File: config.mk
export PLATFORM = sky130hd
export DESIGN_NAME = smsub_norm
export DESIGN_NICKNAME = d
export VERILOG_FILES = /design/src/rtl/smsub_pkg.sv /design/src/rtl/smsub_norm.sv
export SDC_FILE = /design/constraint.sdc
export NUM_CORES = 2
export LEC_CHECK = 0
export BUFFER_PORTS_ARGS = -buffer_cell sky130_fd_sc_hd__buf_4
export CORE_ASPECT_RATIO = 0.9
export CORE_MARGIN = 2
export CORE_UTILIZATION = 40
export CTS_CLUSTER_DIAMETER = 100
export DETAILED_ROUTE_END_ITERATION = 6
export GPL_ROUTABILITY_DRIVEN = 0
export MAX_ROUTING_LAYER = met4
export SYNTH_ARGS = -nofsm -noshare
export SYNTH_HDL_FRONTEND = slang
export SYNTH_SLANG_ARGS = --single-unit
File: constraint.sdc
create_clock -name clk_i -period 14.75 [get_ports clk_i]
set_input_delay 0.7375 -clock clk_i [delete_from_list [all_inputs] [get_ports clk_i]]
set_output_delay 0.7375 -clock clk_i [all_outputs]
set_load 0.05 [all_outputs]
File: src/rtl/smsub_pkg.sv
// Shared types and constants of the sphere mesh subdivider.
`default_nettype none
package smsub_pkg;

  localparam int unsigned CornerW   = 8;
  localparam int unsigned KeyW      = 2 * CornerW;
  localparam int unsigned EdgeDepth = 1 << KeyW;
  localparam int unsigned IdxW      = 10;
  localparam int unsigned DirW      = 16;
  localparam int unsigned PosW      = 17;
  localparam int unsigned SumW      = DirW + 1;
  localparam int unsigned RadW      = 16;
  localparam int unsigned StoreW    = 3 * DirW;
  localparam int unsigned EntryW    = IdxW + 1;
  localparam logic [RadW-1:0] RadiusReset = 16'd256;

  typedef enum logic [1:0] {
    MODE_CLEAR = 2'd0,
    MODE_LOAD  = 2'd1,
    MODE_FACET = 2'd2,
    MODE_RSVD  = 2'd3
  } mode_e;

  typedef enum logic [1:0] {
    KIND_VERTEX = 2'd0,
    KIND_FACET  = 2'd1,
    KIND_ERROR  = 2'd2
  } kind_e;

  typedef enum logic [3:0] {
    ST_CLEAR, ST_IDLE, ST_RD0, ST_RD1, ST_RD2, ST_RD3, ST_CHECK, ST_PICK,
    ST_SRCP, ST_SRCQ, ST_SUM, ST_NORM, ST_EMITV, ST_EMITF, ST_ERR
  } ctl_state_e;

  typedef enum logic [2:0] {
    NS_IDLE, NS_SQ, NS_ROOT, NS_DSET, NS_DIV, NS_SCALE
  } norm_state_e;

  typedef struct packed {
    logic                   start;
    logic signed [SumW-1:0] sx;
    logic signed [SumW-1:0] sy;
    logic signed [SumW-1:0] sz;
  } norm_req_t;

  typedef struct packed {
    logic                   done;
    logic signed [DirW-1:0] dx;
    logic signed [DirW-1:0] dy;
    logic signed [DirW-1:0] dz;
    logic signed [PosW-1:0] px;
    logic signed [PosW-1:0] py;
    logic signed [PosW-1:0] pz;
  } norm_rsp_t;

  function automatic logic [KeyW-1:0] edge_key(input logic [CornerW-1:0] p,
                                               input logic [CornerW-1:0] q);
    edge_key = (p < q) ? {p, q} : {q, p};
  endfunction

endpackage
`default_nettype wire

File: src/rtl/smsub_norm.sv
// Bit-serial normalizer: midpoint length, reciprocal scaling and radius product.
`default_nettype none
module smsub_norm (
  input  logic                                clk_i,
  input  logic                                rst_ni,
  input  logic [smsub_pkg::RadW-1:0]          radius_i,
  input  smsub_pkg::norm_req_t                req_i,
  output smsub_pkg::norm_rsp_t                rsp_o
);
  import smsub_pkg::*;

  norm_state_e state_q, state_d;
  logic [4:0] cnt_q, cnt_d;
  logic [1:0] ci_q, ci_d;
  logic done_q, done_d;

  logic signed [SumW-1:0] sx_q, sy_q, sz_q, sx_d, sy_d, sz_d;
  logic [33:0] acc_q, acc_d;
  logic [63:0] x_q, x_d;
  logic [33:0] rr_q, rr_d;
  logic [31:0] root_q, root_d;
  logic [31:0] drem_q, drem_d;
  logic [16:0] dnum_q, dnum_d;
  logic [16:0] dq_q, dq_d;
  logic signed [DirW-1:0] dir_q [3];
  logic signed [DirW-1:0] dir_d [3];
  logic signed [PosW-1:0] pos_q [3];
  logic signed [PosW-1:0] pos_d [3];

  logic signed [SumW-1:0] cur_s;
  logic [16:0] s_abs;
  logic [33:0] sq;
  logic [33:0] acc_sum;
  logic [35:0] r_sh, trial;
  logic        r_ge;
  logic [46:0] num;
  logic [32:0] t_div, len_ext;
  logic        d_ge;
  logic [15:0] dmag;
  logic [31:0] pprod;
  logic [16:0] pmag;

  always_comb begin
    case (ci_q)
      2'd0:    cur_s = sx_q;
      2'd1:    cur_s = sy_q;
      default: cur_s = sz_q;
    endcase
    s_abs   = cur_s[SumW-1] ? 17'(-cur_s) : 17'(cur_s);
    sq      = s_abs * s_abs;
    acc_sum = acc_q + sq;
    r_sh    = {rr_q, x_q[63:62]};
    trial   = {2'b00, root_q, 2'b01};
    r_ge    = r_sh >= trial;
    num     = 47'({s_abs, 29'd0}) + 47'(root_q[31:1]);
    t_div   = {drem_q, dnum_q[16]};
    len_ext = {1'b0, root_q};
    d_ge    = t_div >= len_ext;
    if (root_q == 32'd0) begin
      dmag = 16'd0;
    end else if (cur_s[SumW-1]) begin
      dmag = (dq_q > 17'd32768) ? 16'd32768 : dq_q[15:0];
    end else begin
      dmag = (dq_q > 17'd32767) ? 16'd32767 : dq_q[15:0];
    end
    pprod = dmag * radius_i;
    pmag  = 17'((33'(pprod) + 33'd16384) >> 15);
  end

  always_comb begin
    state_d = state_q;
    case (state_q)
      NS_IDLE:  if (req_i.start) state_d = NS_SQ;
      NS_SQ:    if (ci_q == 2'd2) state_d = NS_ROOT;
      NS_ROOT:  if (cnt_q == 5'd0) state_d = NS_DSET;
      NS_DSET:  state_d = NS_DIV;
      NS_DIV:   if (cnt_q == 5'd0) state_d = NS_SCALE;
      NS_SCALE: state_d = (ci_q == 2'd2) ? NS_IDLE : NS_DSET;
      default:  state_d = NS_IDLE;
    endcase
  end

  always_comb begin
    cnt_d  = cnt_q;
    ci_d   = ci_q;
    done_d = 1'b0;
    sx_d   = sx_q;
    sy_d   = sy_q;
    sz_d   = sz_q;
    acc_d  = acc_q;
    x_d    = x_q;
    rr_d   = rr_q;
    root_d = root_q;
    drem_d = drem_q;
    dnum_d = dnum_q;
    dq_d   = dq_q;
    dir_d  = dir_q;
    pos_d  = pos_q;
    case (state_q)
      NS_IDLE: begin
        if (req_i.start) begin
          sx_d  = req_i.sx;
          sy_d  = req_i.sy;
          sz_d  = req_i.sz;
          acc_d = 34'd0;
          ci_d  = 2'd0;
        end
      end
      NS_SQ: begin
        acc_d = acc_sum;
        ci_d  = ci_q + 2'd1;
        if (ci_q == 2'd2) begin
          x_d    = {2'b00, acc_sum, 28'd0};
          rr_d   = 34'd0;
          root_d = 32'd0;
          cnt_d  = 5'd31;
          ci_d   = 2'd0;
        end
      end
      NS_ROOT: begin
        rr_d   = r_ge ? 34'(r_sh - trial) : 34'(r_sh);
        root_d = {root_q[30:0], r_ge};
        x_d    = {x_q[61:0], 2'b00};
        cnt_d  = cnt_q - 5'd1;
      end
      NS_DSET: begin
        drem_d = 32'(num[46:17]);
        dnum_d = num[16:0];
        dq_d   = 17'd0;
        cnt_d  = 5'd16;
      end
      NS_DIV: begin
        drem_d = d_ge ? 32'(t_div - len_ext) : 32'(t_div);
        dnum_d = {dnum_q[15:0], 1'b0};
        dq_d   = {dq_q[15:0], d_ge};
        cnt_d  = cnt_q - 5'd1;
      end
      NS_SCALE: begin
        dir_d[ci_q] = cur_s[SumW-1] ? 16'(-dmag) : dmag;
        pos_d[ci_q] = cur_s[SumW-1] ? 17'(-pmag) : pmag;
        ci_d        = ci_q + 2'd1;
        done_d      = (ci_q == 2'd2);
      end
      default: begin
        cnt_d = 5'd0;
      end
    endcase
  end

  always_ff @(posedge clk_i or negedge rst_ni) begin
    if (!rst_ni) begin
      state_q <= NS_IDLE;
      cnt_q   <= 5'd0;
      ci_q    <= 2'd0;
      done_q  <= 1'b0;
    end else begin
      state_q <= state_d;
      cnt_q   <= cnt_d;
      ci_q    <= ci_d;
      done_q  <= done_d;
    end
  end

  always_ff @(posedge clk_i) begin
    sx_q   <= sx_d;
    sy_q   <= sy_d;
    sz_q   <= sz_d;
    acc_q  <= acc_d;
    x_q    <= x_d;
    rr_q   <= rr_d;
    root_q <= root_d;
    drem_q <= drem_d;
    dnum_q <= dnum_d;
    dq_q   <= dq_d;
    dir_q  <= dir_d;
    pos_q  <= pos_d;
  end

  assign rsp_o.done = done_q;
  assign rsp_o.dx   = dir_q[0];
  assign rsp_o.dy   = dir_q[1];
  assign rsp_o.dz   = dir_q[2];
  assign rsp_o.px   = pos_q[0];
  assign rsp_o.py   = pos_q[1];
  assign rsp_o.pz   = pos_q[2];

endmodule
`default_nettype wire

-- Word level (Yosys, flattened, before mapping)
Index checks and enable logic that the tools add are counted.
- bitwise operators: 2
- multiplexer cells: 39
- equal/unequal tests: 11
- $lt $le $gt $ge: 6
- add/sub/neg operators: 10
- reduce and logical (&&, ||, !) cells: 17
- multiply operators: 2
- operators with widths (kind ; count):
    $pmux W34 S2 ; 2
    $pmux W32 S2 ; 2
    $pmux W64 S2 ; 1
    $mux W34 ; 3
    $pmux W17 S2 ; 3
    $mux W16 ; 6
    $mux W32 ; 2
    $mux W64 ; 1
    $bwmux W51 ; 1
    $mux W17 ; 3
    $bwmux W48 ; 1
    $add A46 B31 Y47 ; 1
    $ge A36 B34 Y1 ; 1
    $add A34 B34 Y34 ; 1
    $demux W17 S2 ; 1
    $mul A17 B17 Y34 ; 1
    $neg A17 Y17 ; 2
    $sub A34 B34 Y34 ; 1
    $ge A33 B32 Y1 ; 1
    $add A32 B15 Y32 const B ; 1
    $demux W16 S2 ; 1
    $logic_not A32 Y1 ; 1
    $mul A16 B16 Y32 ; 1
    $sub A32 B32 Y32 ; 1
    31 further kinds ; 48
- logic and storage cells: 107
- input port bits: 70
- flip-flop bits (word level): 391

-- Longest topological paths before layout
- word-level depth: 9
- gate-level depth with buffers: 37
- mapped depth without buffers: 34

-- Least setup slack after synthesis
No wires, ideal clock.
- path type: register to register
- from: reg ci_q[0]
- to: reg pos_q (netlist bit rsp_o[15]), data pin
- stages on the path, launching flop included: 35
- library setup time: 269 ps
- data arrival time: 8707 ps
- setup slack: 5775 ps
- path through: dfrtp_1 -> inv_1 -> ha_1 -> buf_6 -> a22o_4 -> a21oi_2 -> a311oi_4 -> nor2_1 -> clkbuf_1 -> o21a_1 -> clkbuf_1 -> clkbuf_1 -> nand2_1 -> fa_1 -> inv_1 -> fa_1 -> fa_1 -> fa_1 -> fa_1 -> inv_1 -> fa_1 -> inv_1 -> ha_1 -> clkbuf_1 -> nand4_1 -> nor3_1 -> a31oi_1 -> nor3b_1 -> a211oi_2 -> a211o_2 -> o31ai_1 -> xnor2_1 -> o31ai_2 -> o21ai_1 -> xnor2_1
- word-level cells in the longest chain between the ends: 9
- elaborated cells on any way between the ends: 16
- classes of those cells: add/sub: 2; mul: 1; order compare: 2; eq/ne: 1; mux: 7; bitwise: 1; reduce/logical: 2
- ends and longest elaborated chain (what ; line ; text):
    start, declared ; smsub_norm.sv:14 ; logic [1:0] ci_q, ci_d;
    start signal, assigned ; smsub_norm.sv:159 ; ci_q <= ci_d;
    $eq A2 B1 Y1 / $logic_not A2 Y1 (equally long branches) ; smsub_norm.sv:44 ; case (ci_q)
    $pmux W17 S2 ; smsub_norm.sv:44 ;
    $mux W16 ; smsub_norm.sv:61 ; end else if (cur_s[SumW-1]) begin
    $mux W16 ; smsub_norm.sv:59 ; if (root_q == 32'd0) begin
    $mul A16 B16 Y32 ; smsub_norm.sv:66 ; pprod = dmag * radius_i;
    $add A32 B15 Y32 ; smsub_norm.sv:67 ; pmag = 17'((33'(pprod) + 33'd16384) >> 15);
    $neg A17 Y17 ; smsub_norm.sv:140 ; pos_d[ci_q] = cur_s[SumW-1] ? 17'(-pmag) : pmag;
    $mux W17 ; smsub_norm.sv:140 ;
    $bwmux W51 * ; smsub_norm.sv:140 ;
    end signal, assigned ; smsub_norm.sv:176 ; pos_q <= pos_d;
    end, declared ; smsub_norm.sv:27 ; logic signed [PosW-1:0] pos_q [3];
Mark *: on every way between the ends. The rest lies on a longest branch, timed or not.
A chain may end at the register's enable or synchronous reset.

-- Final worst setup path
- from: reg ci_q[0]
- to: reg x_q[60], data pin
- word-level cells in the longest chain between the ends: 8
- elaborated cells on any way between the ends: 9
- classes of those cells: add/sub: 2; mul: 1; eq/ne: 1; mux: 4; reduce/logical: 1
- ends and longest elaborated chain (what ; line ; text):
    $eq A2 B1 Y1 / $logic_not A2 Y1 (equally long branches) ; smsub_norm.sv:44 ;
    $pmux W17 S2 * ; smsub_norm.sv:44 ;
    $neg A17 Y17 ; smsub_norm.sv:49 ; s_abs = cur_s[SumW-1] ? 17'(-cur_s) : 17'(cur_s);
    $mux W17 * ; smsub_norm.sv:49 ;
    $mul A17 B17 Y34 * ; smsub_norm.sv:50 ; sq = s_abs * s_abs;
    $add A34 B34 Y34 * ; smsub_norm.sv:51 ; acc_sum = acc_q + sq;
    $mux W64 * ; smsub_norm.sv:112 ; if (ci_q == 2'd2) begin
    $pmux W64 S2 * ; smsub_norm.sv:99 ; case (state_q)
    via x_d[60] ; smsub_norm.sv:19 ; logic [63:0] x_q, x_d;
    end signal, assigned ; smsub_norm.sv:169 ; x_q <= x_d;
    end, declared ; smsub_norm.sv:19 ;
Mark *: on every way through the listed nets, which the timed path passes. The rest lies on a longest branch. The select of a mux whose other input is x is not followed.

==> flow_summary.yaml <==
yosys:
  synth-xor-area-share_pct: 3.87
  synth_area_um2: 35700
  synth_seq_cells: 363
  synth_edf_count: 352
  synth_top_family_by_area: "adder cells"
  synthArstFlopShare_pct: 3.03
  synth-main-ff-cell: "edfxtp_1"
  ys_seq_area_share_pct: 30.4
  synth-simple-area-share_pct: 13.0
  synth_fa_ha_area_share_pct: 33.8
  avgSynthCellArea_um2: 10.1
  synth-compound-area-share_pct: 10.1
  synthMuxAreaShare_pct: 1.10
  synth_cell_types: 87
  syn_inst: 3547
  ys.warnings.count: 0
floorplan:
  core_um2: 88000
  die_w_um: 319
  ios: 170
  die_area_um2: 91600
  die_y_um: 287
  initial_core_util_pct: 40.5
  rows: 103
place:
  port_buffers: 169
  hpwl_mm: 70.7
  dp_cells: 4791
grt:
  grt_pass1_wl_mm: 149
  overflow: 0
  grt_max_degree: 67
  antenna_found_initial: 0
  grt_pass1_vias: 26300
  grt.total_usage_pct: 21.3
critical_path:
  r2r_start: "ci_q[0]"
  worstSetupStartpointType: "flop"
  crit_type: "reg2reg"
  r2r_cells: 29
  cpMostUsedCell: "fa_1"
  end_kind: "flop"
  worst_ep_arrival_time_ps: 11620
  rr_endpoint: "x_q[60]"
  cp_slowest_cell: "xor2_1"
  path_max_fanout: 20
  critPathRequiredTime_ps: 15040
  max_stage_delay_ps: 900
  r2r_slack_ps: 3420
final_layout:
  fill_cells: 8399
  layout.cells.non_filler: 4873
  area_growth_pct: 11.3
  diodes: 0
  seq_area_um2: 10800
  multiInputGateArea_um2: 22200
  final_core_util_pct: 45.1
  finalNetCount: 4463
  drive_gt1_share_pct: 9.12
detailed_routing:
  avgRoutedWirePerCell_um: 18.9
  drtAntennaViolNets: 0
  wl_mm: 92.2
  viasPerCell: 5.21
  vias: 25400
  drc: 0
  met1Wirelength_mm: 44.5
  routed-wl-met3_mm: 6.10
  drt_iter0_markers: 1651
  met2_length_mm: 39.3
  firstDrtPassIters: 6
  top_layer: "met4"
clock_network:
  tritoncts: "built"
  postCtsSetupBuffers: 0
  cts_buffers: 44
  cts_buffer_depth: 3
  clkLatencyLatePin_ps: 610
  htreeDepth: 2
  cts_resized: 0
  clk_pin_slew_ps: 60
  cts_root_buf: "clkbuf_16"
  clock_sinks: 363
worst_hold_path:
  holdPathEnd: "sy_q[9]"
  hold_depth: 1
  hp-class: "in2reg"
  min_from: "req_i[26]"
sta:
  max_slew_margin_pct: 24.4
  rsz0062_at_grt: "no"
  tns_ps: 0
  finClkSkew_ps: 42.3
  finalCriticalPeriod_ps: 11330
  fmax_mhz: 88.3
  whs_ps: 307
  final-hold-violation-count: 0
  slew_violations: 0
  worstMarginPinSlew_ps: 1130
  period_share_pct: 76.8
  setup_violations: 0
run:
  maxCapViolCount: 0
run_status:
  status: "finished, final reports clean"
[timing repair]
action	in CTS	in global routing
endpoints found under the hold margin	2	0
hold buffers	1	0
endpoints found under the setup margin	0	0
[flip-flops by register name, summed over array words and instances (netlist names)]
name     count
sy_q        17
root_q      32
rsp_o       99
state_q      3
x_q         36
ci_q         2
sx_q        17
rr_q        34
acc_q       34
done_q       1
cnt_q        5
dnum_q      17
sz_q        17
drem_q      32
dq_q        17
[worst max-delay path, delay by kind of cell, from the launching register on]
kind / cells / cell delay (ps)
AOI/OAI and AO/OA: 8 / 2490
xor gates and xnor gates: 2 / 1150
adders and majority gates: 8 / 3990
buffers and inverters: 6 / 1090
DFF: 1 / 360
and+or+nand+nor: 5 / 1930
[synthesized netlist by cell type (16+ instances only)]
cell | instances | area [um2]
a22o_1 | 17 | 149
inv_1 | 600 | 2250
nand2b_1 | 21 | 131
a21oi_1 | 155 | 776
and3_1 | 41 | 257
edfxtp_1 | 352 | 10600
xnor2_1 | 109 | 955
o21a_1 | 35 | 263
nand2_1 | 405 | 1520
ha_1 | 289 | 3620
nand4_1 | 21 | 131
o21bai_1 | 18 | 135
o31ai_1 | 16 | 120
mux2i_1 | 37 | 370
xor2_1 | 45 | 394
nand3_1 | 37 | 185
clkbuf_1 | 109 | 409
fa_1 | 421 | 8430
a21o_1 | 50 | 375
a31oi_1 | 17 | 106
nor3_1 | 35 | 175
nor2_1 | 216 | 811
and2_1 | 128 | 801
o21ai_0 | 132 | 661
nor4_1 | 19 | 119
[how the worst max path moves through the flow]
stage / slack [ps] / endpoint / from
global placement: 3970 / x_q[61] / ci_q[0]
finish: 3420 / x_q[60] / ci_q[0]
global route: 2880 / x_q[61] / ci_q[0]
CTS: 3530 / x_q[60] / ci_q[0]
detailed placement: 3600 / x_q[61] / ci_q[0]
floorplan: 5770 / rsp_o[15] / ci_q[0]
[kinds of logic after synthesis]
kind of cell    count (synthesis)
buf+inv                       730
simple gates                  993
flops                         363
other cells                     2
mux                            39
fa+ha+maj                     710
compound gates                554
xor+xnor                      156
[cell type report]
cell class	instances	area share (%)
sequential	363	27.3
clock buffer	49	2.93
timing repair buffer	201	3.80
tap	1155	3.64
inverter	610	5.76
clock inverter	32	0.750
multi-input combinational	2463	55.8
[per-layer routing]
metal | vias to the layer above | track usage [%]
li1 | 12000 | -
met4 | 0 | 5.09
met3 | 128 | 3.83
met2 | 720 | 30.9
met1 | 12600 | 30.7
met5 | - | -
[placed cells by master (no fill, tap or decap), types with 13 or more instances in the layout]
cell type and instances:
and3_1 38, nor2_1 213, nand2_1 403, and2_1 128, nor4_1 19, nor2b_1 15, inv_1 600, o21ai_0 131
mux2i_1 37, nand4_1 21, edfxtp_1 352, a31oi_1 17, xnor2_1 109, a21o_1 50, o21bai_1 18, clkbuf_16 46
a21oi_1 154, ha_1 289, nor3_1 35, o21a_1 35, or3_1 13, fa_1 421, buf_4 200, a22o_1 17
nand3_1 37, xor2_1 45, a211oi_1 15, nand2b_1 19, o31ai_1 16
[through the flow]
step / setup WS, ps / area [um2]
6_report: 3420 / 39700
5_1_grt: 2880 / 39700
4_1_cts: 3530 / 39700
3_5_place_dp: 3600 / 38300
3_3_place_gp: 3970 / 38300
2_1_floorplan: 5770 / 35700
Power is left out: the tool's default activity adds up to more than one toggle a clock period on the data nets, which glitch-free logic cannot reach.
